## config.mk

```make
export PLATFORM = sky130hd
export DESIGN_NAME = crsu_ctrl
export DESIGN_NICKNAME = d
export VERILOG_FILES = /design/src/rtl/core/coalescing_range_set_unit_assert.svh /design/src/rtl/core/crsu_pkg.sv /design/src/rtl/core/crsu_ctrl.sv
export SDC_FILE = /design/constraint.sdc
export NUM_CORES = 1
export LEC_CHECK = 0
export ABC_AREA = 1
export BUFFER_PORTS_ARGS = -buffer_cell sky130_fd_sc_hd__buf_2
export CAP_MARGIN = 0
export CORE_AREA = 4 4 41 43
export CTS_BUF_LIST = sky130_fd_sc_hd__clkbuf_4 sky130_fd_sc_hd__clkbuf_8
export DETAILED_ROUTE_END_ITERATION = 12
export DIE_AREA = 0 0 45 47
export PLACE_DENSITY = 0.65
export SETUP_SLACK_MARGIN = 0.3
export SLEW_MARGIN = 5
export SYNTH_ARGS = -nofsm -noshare
export SYNTH_HDL_FRONTEND = slang
export SYNTH_SLANG_ARGS = --single-unit
```

## constraint.sdc

```tcl
create_clock -name clk_i -period 3.1 [get_ports clk_i]
set_input_delay 0.93 -clock clk_i [delete_from_list [all_inputs] [get_ports clk_i]]
set_output_delay 0.93 -clock clk_i [all_outputs]
set_load 0.01 [all_outputs]
```

## src/rtl/core/coalescing_range_set_unit_assert.svh

```systemverilog
// ----------------------------------------------------------------------------
// Assertion macros for the coalescing range set unit.
// Checks vanish from synthesis builds.
// ----------------------------------------------------------------------------
`ifndef COALESCING_RANGE_SET_UNIT_ASSERT_SVH
`define COALESCING_RANGE_SET_UNIT_ASSERT_SVH
`ifndef SYNTHESIS
`define CRSU_ASSERT(lbl, clk, rstn, prop, msg) \
  lbl: assert property (@(posedge clk) disable iff (!(rstn)) prop) else $error(msg);
`define CRSU_ASSERT_ALWAYS(lbl, clk, prop, msg) \
  lbl: assert property (@(posedge clk) prop) else $error(msg);
`else
`define CRSU_ASSERT(lbl, clk, rstn, prop, msg)
`define CRSU_ASSERT_ALWAYS(lbl, clk, prop, msg)
`endif
`endif

```

## src/rtl/core/crsu_pkg.sv

```systemverilog
// ----------------------------------------------------------------------------
// crsu_pkg
// Shared codes and control types of the coalescing range set unit.
// ----------------------------------------------------------------------------
`timescale 1ns / 1ps
`default_nettype none
package crsu_pkg;
  localparam logic [2:0] OP_INSERT   = 3'd0;
  localparam logic [2:0] OP_CONTAINS = 3'd1;
  localparam logic [2:0] OP_OVERLAP  = 3'd2;
  localparam logic [2:0] OP_REMOVE   = 3'd3;
  localparam logic [2:0] OP_CLEAR    = 3'd4;

  localparam logic [1:0] ST_OK   = 2'd0;
  localparam logic [1:0] ST_MISS = 2'd1;
  localparam logic [1:0] ST_FULL = 2'd2;
  localparam logic [1:0] ST_BAD  = 2'd3;

  // Commands from the controller to the datapath.
  typedef struct packed {
    logic load;
    logic issue;
    logic proc;
    logic finish;
  } cmd_t;

  // Status from the datapath to the controller.
  typedef struct packed {
    logic skip;
    logic last;
  } stat_t;
endpackage
`default_nettype wire

```

## src/rtl/core/crsu_ctrl.sv

```systemverilog
// ----------------------------------------------------------------------------
// crsu_ctrl
// Sequencer: walks the stored entries one read per cycle.
// ----------------------------------------------------------------------------
`timescale 1ns / 1ps
`default_nettype none
module crsu_ctrl #(
  parameter int unsigned IW = 6
) (
  input  wire logic            clk_i,
  input  wire logic            rst_ni,
  input  wire logic            start_i,
  input  wire crsu_pkg::stat_t stat_i,
  output crsu_pkg::cmd_t       cmd_o,
  output logic [IW-1:0]        rd_addr_o,
  output logic                 busy_o,
  output logic                 done_o
);
  import crsu_pkg::*;

  localparam logic [2:0] S_IDLE  = 3'd0;
  localparam logic [2:0] S_CHECK = 3'd1;
  localparam logic [2:0] S_SCAN  = 3'd2;
  localparam logic [2:0] S_DRAIN = 3'd3;
  localparam logic [2:0] S_FLUSH = 3'd4;

  logic [2:0]    state_q, state_d;
  logic [IW-1:0] idx_q, idx_d;
  logic          proc_q, done_q;
  logic          issue;

  always_comb begin
    state_d = state_q;
    idx_d   = idx_q;
    issue   = 1'b0;
    unique case (state_q)
      S_IDLE: begin
        idx_d = '0;
        if (start_i) state_d = S_CHECK;
      end
      S_CHECK: begin
        state_d = stat_i.skip ? S_FLUSH : S_SCAN;
      end
      S_SCAN: begin
        issue = 1'b1;
        if (stat_i.last) state_d = S_DRAIN;
        else idx_d = idx_q + 1'b1;
      end
      S_DRAIN: state_d = S_FLUSH;
      S_FLUSH: state_d = S_IDLE;
      default: state_d = S_IDLE;
    endcase
  end

  always_ff @(posedge clk_i or negedge rst_ni) begin
    if (!rst_ni) begin
      state_q <= S_IDLE;
      idx_q   <= '0;
      proc_q  <= 1'b0;
      done_q  <= 1'b0;
    end else begin
      state_q <= state_d;
      idx_q   <= idx_d;
      proc_q  <= issue;
      done_q  <= (state_q == S_FLUSH);
    end
  end

  assign cmd_o.load   = (state_q == S_IDLE) && start_i;
  assign cmd_o.issue  = issue;
  assign cmd_o.proc   = proc_q;
  assign cmd_o.finish = (state_q == S_FLUSH);
  assign rd_addr_o    = idx_q;
  assign busy_o       = (state_q != S_IDLE);
  assign done_o       = done_q;
endmodule
`default_nettype wire

```

# ---- Word level (Yosys, flattened, before mapping)
# Cells that the tools add are included.
dict set report classes {
  n_addsub 1
  eq_ne 7
  mux 7
  n_reduce_logical 6
}
# cell n
set op_table {}
lappend op_table {{$pmux 3 s4} 1}
lappend op_table {{$pmux 6 s2} 1}
lappend op_table {{$mux 3} 3}
lappend op_table {{$add 6x1->6 const B} 1}
lappend op_table {{$eq 3x2->1 const B} 2}
lappend op_table {{$mux 6} 1}
lappend op_table {{$ne 2x2->1 const B} 3}
lappend op_table {{$reduce_and 2->1} 2}
lappend op_table {{$eq 3x1->1 const B} 1}
lappend op_table {{$eq 3x3->1 const B} 1}
lappend op_table {{$logic_not 3->1} 1}
lappend op_table {{$reduce_bool 3->1} 1}
lappend op_table {{$reduce_bool 2->1} 1}
lappend op_table {{$logic_and 1x1->1} 1}
lappend op_table {{$mux 1} 1}
dict set report word_totals {
  register_bits 11
  input_bits 5
  out_inout_bits 12
  word_cells 25
}

# ---- Depth between registers and ports, before layout
# Gate-level depths: netlist (run 1).
dict set report depth {
  ltp_word 3
  mapped_depth 6
  depth_no_buf 6
}

# ---- Worst setup path before layout (run 1)
# Ideal clock, no wire load.
dict set report synth_timing {
  path_kind {input-to-output}
  from {in start_i}
  to {out cmd_o[3] (netlist name)}
  t_arrival_ns 1.121
  t_required_ns 2.170
  slack_ns 1.049
  path_stages 2
  path_buffers 0
  cell_sequence {inv_1 -> nor2_1}
}
# item line
set synth_rtl {}
lappend synth_rtl {{from (decl)} crsu_ctrl.sv:12} ;# input wire logic start_i,
lappend synth_rtl {{to (decl)} crsu_ctrl.sv:14} ;# output crsu_pkg::cmd_t cmd_o,

==> results_dict.tcl, run 1 <==
set metrics [dict create \
    grt_pass1_vias 422 \
    worstPathRequired_ns 2.17 \
    synth_nets 66 \
    p_clk_frac 0.204 \
    drtIter0Drc 11 \
    port_buffers 16 \
    routabilityCongestion 0.7436 \
    path_max_fanout 5 \
    dieArea_sq_mm 0.002115 \
    n_antenna_cell 0 \
    synth_simple_gate_area_frac 0.2465 \
    final_cells 93 \
    met2_usage 0.1836 \
    synth_xor_area_frac 0 \
    die_h_um 47 \
    layout-drive-gt1-share 0.3462 \
    finalHoldViolations 0 \
    netlist_area_sq_um 533.0 \
    post-place-ws_ns 0.9111 \
    grtUsageMet3 0.02299 \
    finalCritPeriodShare 0.7049 \
    reg2regPathDepth 6 \
    ios 17 \
    yosysUniqueCellTypes 18 \
    drc 0 \
    cp-start-kind "flop" \
    critPathSlowestCell "dfrtp_1" \
    clockBufferDepth 2 \
    post_cts_resize_count 0 \
    synth-main-ff-cell "dfrtp_1" \
    antenna_found_initial 0 \
    fin_ws_ns 0.9149 \
    yosysSeqAreaShare 0.5164 \
    dp_hpwl_um 795 \
    max_freq_ghz 0.4577 \
    yosys-mux-area-fraction 0 \
    core_area_sq_mm 0.001301 \
    yosysTopAreaCellShare 0.5164 \
    rsz0062_at_grt "no" \
    p_leak_nw 0.3476 \
    fin_setup_tns_ns 0 \
    grt_overflow_total 0 \
    r2r_start "state_q[2]" \
    yosys_warnings 0 \
    insertion_delay_ns 0.27 \
    crit_chain "inv_1, nand2_2, inv_2, nand2_2, nor2_1, buf_2" \
    yosys.area.top_type "dfrtp_1" \
    dr.pass1.iters 2 \
    grt_use_met1 0.1571 \
    slew_headroom 0.8293 \
    clk_pin_slew_ns 0.06 \
    p_per_area_mw_per_mm2 818.8 \
    post_drt_wl_per_cell_um 10.90 \
    r2r_end "rd_addr_o[5]" \
    start_util 0.4096 \
    num_rows 13 \
    min_from "state_q[2]" \
    postRouteAntennaNets 0 \
    cp_top_family "flip-flops" \
    synth_seq_cells 11 \
    num-nets-final 85 \
    vias_per_cell 4.860 \
    post_cts_buffers 0 \
    slew_viol_final 0 \
    cts_tree "done" \
    cp_slowest_stage_delay_ns 0.37 \
    cp-startpoint "state_q[2]" \
    finalHoldWorstSlack_ns 0.4266 \
    setup_viol 0 \
    switching_share 0.4104 \
    synth_cells 60 \
    cts-htree-levels 1 \
    min_path_type "reg2reg" \
    fin_worst_skew_ns 0.007080 \
    status "finished, final reports clean" \
    critPathCaptureType "output port" \
    dp.cells 89 \
    yosys.cell_count.top_type "dfrtp_1" \
    wl_um 1014 \
    cts_buffers 3 \
    cp_num_buf_inv 3 \
    crit_cells 6 \
    synthAdderAreaFrac 0.02347 \
    cts_sinks 11 \
    cp-endpoint "cmd_o[3]" \
    synthArstFlopShare 1.000 \
    combPwrFrac 0.412 \
    critPathKind "reg2out" \
    p_sw_mw 0.2173 \
    synth_common_cells "dfrtp_1 (11), nand2_1 (10), nor2_1 (6), inv_1 (5), nand3_1 (5)" \
    holdBufCountCts 0 \
    area_growth_pct 21.36 \
    cts_root_buf "clkbuf_4" \
    grt_pass1_wl_um 1821 \
    grt_max_degree 12 \
    top_usage_layer "met2" \
    synth_edf_count 0 \
    peakVddDrop_mv 0.4335 \
    synth_top_family_by_area "simple AND/OR/NAND/NOR gates" \
    cap_violations 0 \
    crit_top_cell "nand2_2" \
    ys_top_cells_by_area "dfrtp_1 (52%), nand2_1 (7.0%), nand3_1 (4.7%), nor2_1 (4.2%), a21oi_1 (3.8%)" \
    regToRegSetupSlack_ns 1.95 \
    arrival_ns 1.26 \
    vias 452 \
    syn_avg_cell_area_sq_um 8.884 \
    fp.dieW_um 45 \
    p_int_mw 0.3123 \
    synth_compound_area_frac 0.1362 \
    pwr-share-seq 0.384 \
    finalCriticalPeriod_ns 2.185 \
    tightest_slew_ns 0.2561 \
    grtUsageTotal 0.1244 \
]
==> power by group through the flow <==
stage,Combinational (mW),Sequential [mW],Clock [mW]
after floorplan,0.159,0.208,0
after global placement,0.216,0.205,0
after detailed placement,0.222,0.206,0
after CTS,0.223,0.203,0.109
after global routing,0.247,0.210,0.114
final,0.218,0.203,0.108
==> stage by stage <==
stage                       util  total power [mW]  cell area, sq um
after floorplan                -            0.3671             533.0
after detailed placement  0.4740            0.4279             616.8
after global routing      0.4971            0.5715             646.9
after global placement    0.4740            0.4214             616.8
after CTS                 0.4971            0.5354             646.9
final                     0.4971            0.5297             646.9
==> cell usage in the layout, fill, tap and decap left out <==
master,instances
buf_2,16
dfrtp_1,11
nand2_1,10
nor2_1,6
inv_1,5
nand3_1,5
a21oi_1,4
clkbuf_4,4
o21ai_1,3
inv_2,2
nand2_2,2
nor3_1,2
nand4_1,2
nor2_4,1
o21ai_0,1
o21ai_4,1
o21bai_1,1
a31o_2,1
ha_1,1
==> state kept, by name (all words and copies together) (netlist names) <==
name / count
done_o: 1
proc_q: 1
rd_addr_o: 6
state_q: 3
==> kinds of logic after synthesis <==
logic type	Yosys count
buffers and inverters	9
DFF	11
AOI/OAI and AO/OA	11
and+or+nand+nor	28
adders and majority gates	1
==> worst min path at each step <==
stage            endpoint  depth (start not counted)
2_1_floorplan  state_q[2]                          1
3_3_place_gp   state_q[2]                          1
3_5_place_dp   state_q[2]                          1
4_1_cts        state_q[2]                          1
5_1_grt        state_q[2]                          1
6_report       state_q[2]                          1
==> layout make-up <==
| class | instances | area [sq um] |
|---|---|---|
| Fill cell | 141 | 654.4 |
| Sequential cell | 11 | 275.3 |
| Clock buffer | 4 | 30.03 |
| Timing Repair Buffer | 16 | 80.08 |
| Inverter | 7 | 26.28 |
| Tap cell | 15 | 18.77 |
| Multi-Input combinational cell | 40 | 216.5 |
==> routing by layer <==
metal	vias up	wire length (um)
met3	4	69
met5	-	0
li1	234	-
met4	0	20
met1	201	499
met2	13	425
(Power assumes the default switching activity.)
==> run 2: changes to the inputs <==
--- a/config.mk
+++ b/config.mk
@@ -5,14 +5,13 @@
 export SDC_FILE = /design/constraint.sdc
 export NUM_CORES = 1
 export LEC_CHECK = 0
-export ABC_AREA = 1
+export ABC_AREA = 0
 export BUFFER_PORTS_ARGS = -buffer_cell sky130_fd_sc_hd__buf_2
 export CAP_MARGIN = 0
 export CORE_AREA = 4 4 41 43
 export CTS_BUF_LIST = sky130_fd_sc_hd__clkbuf_4 sky130_fd_sc_hd__clkbuf_8
 export DETAILED_ROUTE_END_ITERATION = 12
 export DIE_AREA = 0 0 45 47
-export PLACE_DENSITY = 0.65
 export SETUP_SLACK_MARGIN = 0.3
 export SLEW_MARGIN = 5
 export SYNTH_ARGS = -nofsm -noshare
==> constraint.sdc (replaced) <==
create_clock -name clk_i -period 2.1 [get_ports clk_i]
set_input_delay 0.63 -clock clk_i [delete_from_list [all_inputs] [get_ports clk_i]]
set_output_delay 0.63 -clock clk_i [all_outputs]
set_load 0.01 [all_outputs]
==> run 2 against run 1 <==
  * Sequential cell count did not move
  * Die area did not move
  * Hold slack got worse by 0.20 ns
  * Total power rose by 51%
  * Sequential share of layout area fell by 0.95 points
  * Synthesized cell count fell by 20%
  * Global-route usage rose by 0.64 points
  * Clock power rose by 44%
  * Non-clock buffer count rose by 5
  * Count of clock-buffer cells in the layout did not move
  * Cell area rose by 3.7%
==> results_dict.tcl, run 2 <==
set metrics [dict create \
    p_sw_mw 0.2926 \
    cts_root_buf "clkbuf_4" \
    worstPathRequired_ns 1.47 \
    drtIter0Drc 10 \
    num_rows 13 \
    yosys_warnings 0 \
    insertion_delay_ns 0.26 \
    synth-main-ff-cell "dfrtp_1" \
    synth_cells 48 \
    fin_worst_skew_ns 0.001483 \
    mostFrequentLayoutCell "buf_2" \
    p_clk_frac 0.195 \
    netlist_area_sq_um 510.5 \
    dp_hpwl_um 736.4 \
    area_growth_pct 31.37 \
    cp-startpoint "state_q[2]" \
    critPathKind "reg2out" \
    wl_um 1068 \
    synth_common_cells "dfrtp_1 (11), nand3_1 (4), o21ai_0 (4)" \
    status "finished, final reports clean" \
    n_antenna_cell 0 \
    final_cell_area_sq_um 670.6 \
    yosys.cell_count.top_type "dfrtp_1" \
    yosysSeqAreaShare 0.5392 \
    drc 0 \
    finalHoldViolations 0 \
    num-nets-final 77 \
    p_per_area_mw_per_mm2 1189 \
    clk_pin_slew_ns 0.07 \
    synth_nets 54 \
    synth_edf_count 0 \
    max_freq_ghz 0.5362 \
    antenna_found_initial 0 \
    combPwrFrac 0.385 \
    cap_violations 0 \
    slew_viol_final 0 \
    largest_register_ff_count 6 \
    postRouteAntennaNets 0 \
    min_path_type "in2async" \
    vias_per_cell 5.024 \
    die_h_um 47 \
    syn_avg_cell_area_sq_um 10.64 \
    layout-drive-gt1-share 0.4429 \
    cts_sinks 11 \
    grt_pass1_wl_um 1904 \
    fin_setup_tns_ns 0 \
    finalCritPeriodShare 0.8881 \
    placed_area_sq_um 598.1 \
    cts_tree "done" \
    synthArstFlopShare 1.000 \
    grt_pass1_vias 414 \
    p_int_mw 0.5046 \
    finalCriticalPeriod_ns 1.865 \
    cp-start-kind "flop" \
    grtUsageTotal 0.1308 \
    path_max_fanout 5 \
    peakVddDrop_mv 0.5066 \
    dieArea_sq_mm 0.002115 \
    slew_headroom 0.8287 \
    holdBufCountCts 0 \
    tightest_slew_ns 0.2564 \
    routabilityCongestion 0.8018 \
    grt_overflow_total 0 \
    p_leak_nw 0.3309 \
    cts-htree-levels 1 \
    core_area_sq_mm 0.001301 \
    ys_top_cells_by_area "dfrtp_1 (54%), mux2i_1 (5.9%), nor3b_1 (4.4%), nand3_1 (3.9%), o21ai_0 (3.9%)" \
    r2r_start "state_q[0]" \
    fp.dieW_um 45 \
    synth_seq_cells 11 \
    start_util 0.3923 \
    grt_max_degree 12 \
    vias 427 \
    arrival_ns 1.24 \
    setup_viol 0 \
    yosysTopAreaCellShare 0.5392 \
    cts_buffers 3 \
    clockBufferDepth 2 \
    rsz0062_at_grt "yes" \
    ios 17 \
    dr.pass1.iters 4 \
    yosys.area.top_type "dfrtp_1" \
    critPathCaptureType "output port" \
    post_drt_wl_per_cell_um 12.56 \
    switching_share 0.3670 \
    port_buffers 16 \
    pwr-share-seq 0.420 \
    layout_common_cells "buf_2 (16), dfrtp_1 (8), buf_4 (5)" \
    yosysUniqueCellTypes 18 \
]
==> run 2: worst max-delay path, stage by stage (launching register included) <==
cell,delay (ns)
dfrtp_2,0.45
nor3_4,0.23
and2_1,0.16
buf_2,0.13
==> run 2: what timing repair did <==
action,in CTS,in global routing
resized for setup,6,0
buffers inserted,3,0
pin swaps,2,1
setup endpoints to repair,4,4
==> run 2: cell type report <==
cell class | instances | area, sq um
Sequential cell | 11 | 279.0
Multi-Input combinational cell | 31 | 214.0
Fill cell | 132 | 630.6
Timing Repair Buffer | 21 | 117.6
Clock buffer | 4 | 30.03
Inverter | 3 | 11.26
Tap cell | 15 | 18.77
==> run 2: worst paths after layout <==
path	endpoint	cells after the start	slack (ns)
min in group clk_i	rd_addr_o[4]	1	0.51
worst max register to register	rd_addr_o[3]	4	0.37
worst min-delay path	rd_addr_o[4]	1	0.23
max in group asynchronous	state_q[0]	1	1.66
worst min register to register	rd_addr_o[4]	1	0.51
worst max-delay path	cmd_o[3]	3	0.23
==> run 2: stage by stage <==
| stage | util | total power [mW] | setup WS (ns) | instances | hold WS [ns] |
|---|---|---|---|---|---|
| 6_report | 0.5154 | 0.7972 | 0.2349 | 85 | 0.2251 |
| 5_1_grt | 0.5154 | 0.8683 | 0.1772 | 85 | 0.2247 |
| 4_1_cts | 0.5154 | 0.7982 | 0.2790 | 85 | 0.2253 |
| 3_5_place_dp | 0.4596 | 0.5760 | 0.1602 | 78 | 0.4973 |
| 3_3_place_gp | 0.4596 | 0.5686 | 0.1738 | 78 | 0.4920 |
| 2_1_floorplan | - | 0.4793 | 0.3034 | 48 | 0.3344 |
==> run 2: cells by family (layout without fill, tap and decap cells) <==
logic type | Yosys count | count (layout) | synth area share
buf+inv | 6 | 28 | 0.07352
flops | 11 | 11 | 0.5392
compound gates | 8 | 8 | 0.08333
fa+ha+maj | 1 | 1 | 0.02451
mux | 3 | 3 | 0.05883
simple gates | 19 | 19 | 0.2206
==> run 2: layer usage <==
metal	track usage	vias to the layer above	part of all wire
met4	0.08772	0	0.0094
met3	0.02682	2	0.057
li1	-	215	-
met5	0	-	0
met1	0.1571	201	0.44
met2	0.2119	9	0.49
==> run 2: power by group through the flow <==
stage / Clock (mW) / Combinational (mW) / Sequential, mW
6_report: 0.155 / 0.307 / 0.335
5_1_grt: 0.178 / 0.347 / 0.344
4_1_cts: 0.161 / 0.306 / 0.331
3_5_place_dp: 0 / 0.249 / 0.327
3_3_place_gp: 0 / 0.244 / 0.324
2_1_floorplan: 0 / 0.156 / 0.324
==> run 3: changes to the inputs <==
--- a/config.mk
+++ b/config.mk
@@ -12,6 +12,7 @@
 export CTS_BUF_LIST = sky130_fd_sc_hd__clkbuf_4 sky130_fd_sc_hd__clkbuf_8
 export DETAILED_ROUTE_END_ITERATION = 12
 export DIE_AREA = 0 0 45 47
+export PLACE_DENSITY_LB_ADDON = 0.3
 export SETUP_SLACK_MARGIN = 0.3
 export SLEW_MARGIN = 5
 export SYNTH_ARGS = -nofsm -noshare
==> run 3 against run 2 <==
  * Sequential share of layout area up 0.31 points
  * Count of clock-buffer cells in the layout unchanged
  * Final cell count shrank 2.4%
  * Global-route usage down 2.7 points
  * Critical path depth unchanged
  * Die area did not move
  * Via count is 3.0% lower
  * Wire length is 17% lower
  * Worst setup slack gained 0.034 ns
  * Highest routed layer is now met3
==> results_dict.tcl, run 3 (same netlist as run 2, synthesis figures left out) <==
set metrics [dict create \
    status "finished, final reports clean" \
    cts-htree-levels 1 \
    cts_sinks 11 \
    cp-endpoint "cmd_o[3]" \
    dp_hpwl_um 697.9 \
    dp.cells 78 \
    num_rows 13 \
    cp-startpoint "state_q[0]" \
    p_per_area_mw_per_mm2 1145 \
    regToRegSetupSlack_ns 0.34 \
    grt_max_degree 12 \
    setup_viol 0 \
    slew_headroom 0.8424 \
    r2r_start "state_q[0]" \
    rsz0062_at_grt "yes" \
    wl_um 891 \
    port_buffers 16 \
    ios 17 \
    start_util 0.3923 \
    max_freq_ghz 0.5462 \
    drtIter0Drc 1 \
    area_growth_pct 30.39 \
    core_area_sq_mm 0.001301 \
    cap_violations 0 \
    arrival_ns 1.20 \
    fin_setup_tns_ns 0 \
    tightest_slew_ns 0.2364 \
    finalCritPeriodShare 0.8718 \
    p_total_mw 0.7620 \
    finalCriticalPeriod_ns 1.831 \
    clk_pin_slew_ns 0.07 \
    grtUsageTotal 0.1042 \
    antenna_found_initial 0 \
    cp-start-kind "flop" \
    slew_viol_final 0 \
    path_max_fanout 7 \
    routabilityCongestion 0.8201 \
    worstPathRequired_ns 1.47 \
    grt_pass1_vias 350 \
    post_drt_wl_per_cell_um 10.73 \
    fp.dieW_um 45 \
    clockBufferDepth 2 \
    vias_per_cell 4.988 \
    fin_worst_skew_ns 0.006690 \
    r2r_end "rd_addr_o[3]" \
    num-nets-final 75 \
    cts_tree "done" \
    grt_overflow_total 0 \
    finalHoldViolations 0 \
    min_path_type "in2async" \
    dr.pass1.iters 2 \
    final_cells 83 \
    cts_buffers 3 \
    insertion_delay_ns 0.26 \
    dieArea_sq_mm 0.002115 \
    cts_root_buf "clkbuf_4" \
    reg2regPathDepth 4 \
    largest_register_ff_count 6 \
    grt_pass1_wl_um 1511 \
    critPathKind "reg2out" \
    mostFrequentLayoutCell "buf_2" \
    die_h_um 47 \
    critPathCaptureType "output port" \
    layout-drive-gt1-share 0.4559 \
    peakVddDrop_mv 0.8227 \
    postRouteAntennaNets 0 \
    layout_common_cells "buf_2 (16), dfrtp_1 (8), nand3_1 (4), o21ai_0 (4), clkbuf_4 (4)" \
    drc 0 \
    n_antenna_cell 0 \
    vias 414 \
    p_leak_nw 0.3234 \
]
[run 3: timing repair]
action                                  CTS  global route
buffers inserted                          0             1
hold buffers                              0             0
endpoints found under the setup margin    4             5
pin swaps                                 1             2
gates resized for setup                   5             3
endpoints found under the hold margin     0             0
[run 3: critical path, cell delays in order (launching register included)]
cell	delay, ns
dfrtp_2	0.48
nor3_4	0.20
and2_1	0.14
buf_2	0.12
[run 3: cell type report]
type | instances | area, sq um
clock buffer | 4 | 30.03
multi-input combinational | 31 | 224.0
inverter | 3 | 11.26
timing repair buffer | 19 | 102.6
tap | 15 | 18.77
fill | 133 | 635.6
sequential | 11 | 279.0
[run 3: through the flow]
| stage | hold slack [ns] | util | setup WS, ns | area (sq um) |
|---|---|---|---|---|
| 2_1_floorplan | 0.3344 | - | 0.3034 | 510.5 |
| 5_1_grt | 0.2122 | 0.5115 | 0.1937 | 665.6 |
| 4_1_cts | 0.2223 | 0.4942 | 0.2584 | 643.1 |
| 3_5_place_dp | 0.5016 | 0.4596 | 0.1587 | 598.1 |
| 3_3_place_gp | 0.4870 | 0.4596 | 0.1747 | 598.1 |
| 6_report | 0.2140 | 0.5115 | 0.2692 | 665.6 |
[run 3: power by group]
part / internal [mW] / switching, mW
registers: 0.265 / 0.0764
clock network: 0.0863 / 0.0654
logic: 0.139 / 0.130
total: 0.490 / 0.272
[run 3: layer usage]
layer	track usage	vias up	part of all wire
met5	0	-	0
li1	-	212	-
met2	0.1412	11	0.47
met1	0.1327	191	0.44
met3	0.06897	0	0.086
met4	0.03509	0	0
[run 3: how the worst min path moves through the flow]
stage / start / to / slack, ns / cells past startpoint
floorplan: rst_ni / done_o / 0.33 / 0
global placement: rd_addr_o[4] / rd_addr_o[4] / 0.49 / 1
detailed placement: rd_addr_o[4] / rd_addr_o[4] / 0.50 / 1
CTS: rst_ni / rd_addr_o[2] / 0.22 / 1
global route: rst_ni / rd_addr_o[2] / 0.21 / 1
finish: rst_ni / rd_addr_o[2] / 0.21 / 1
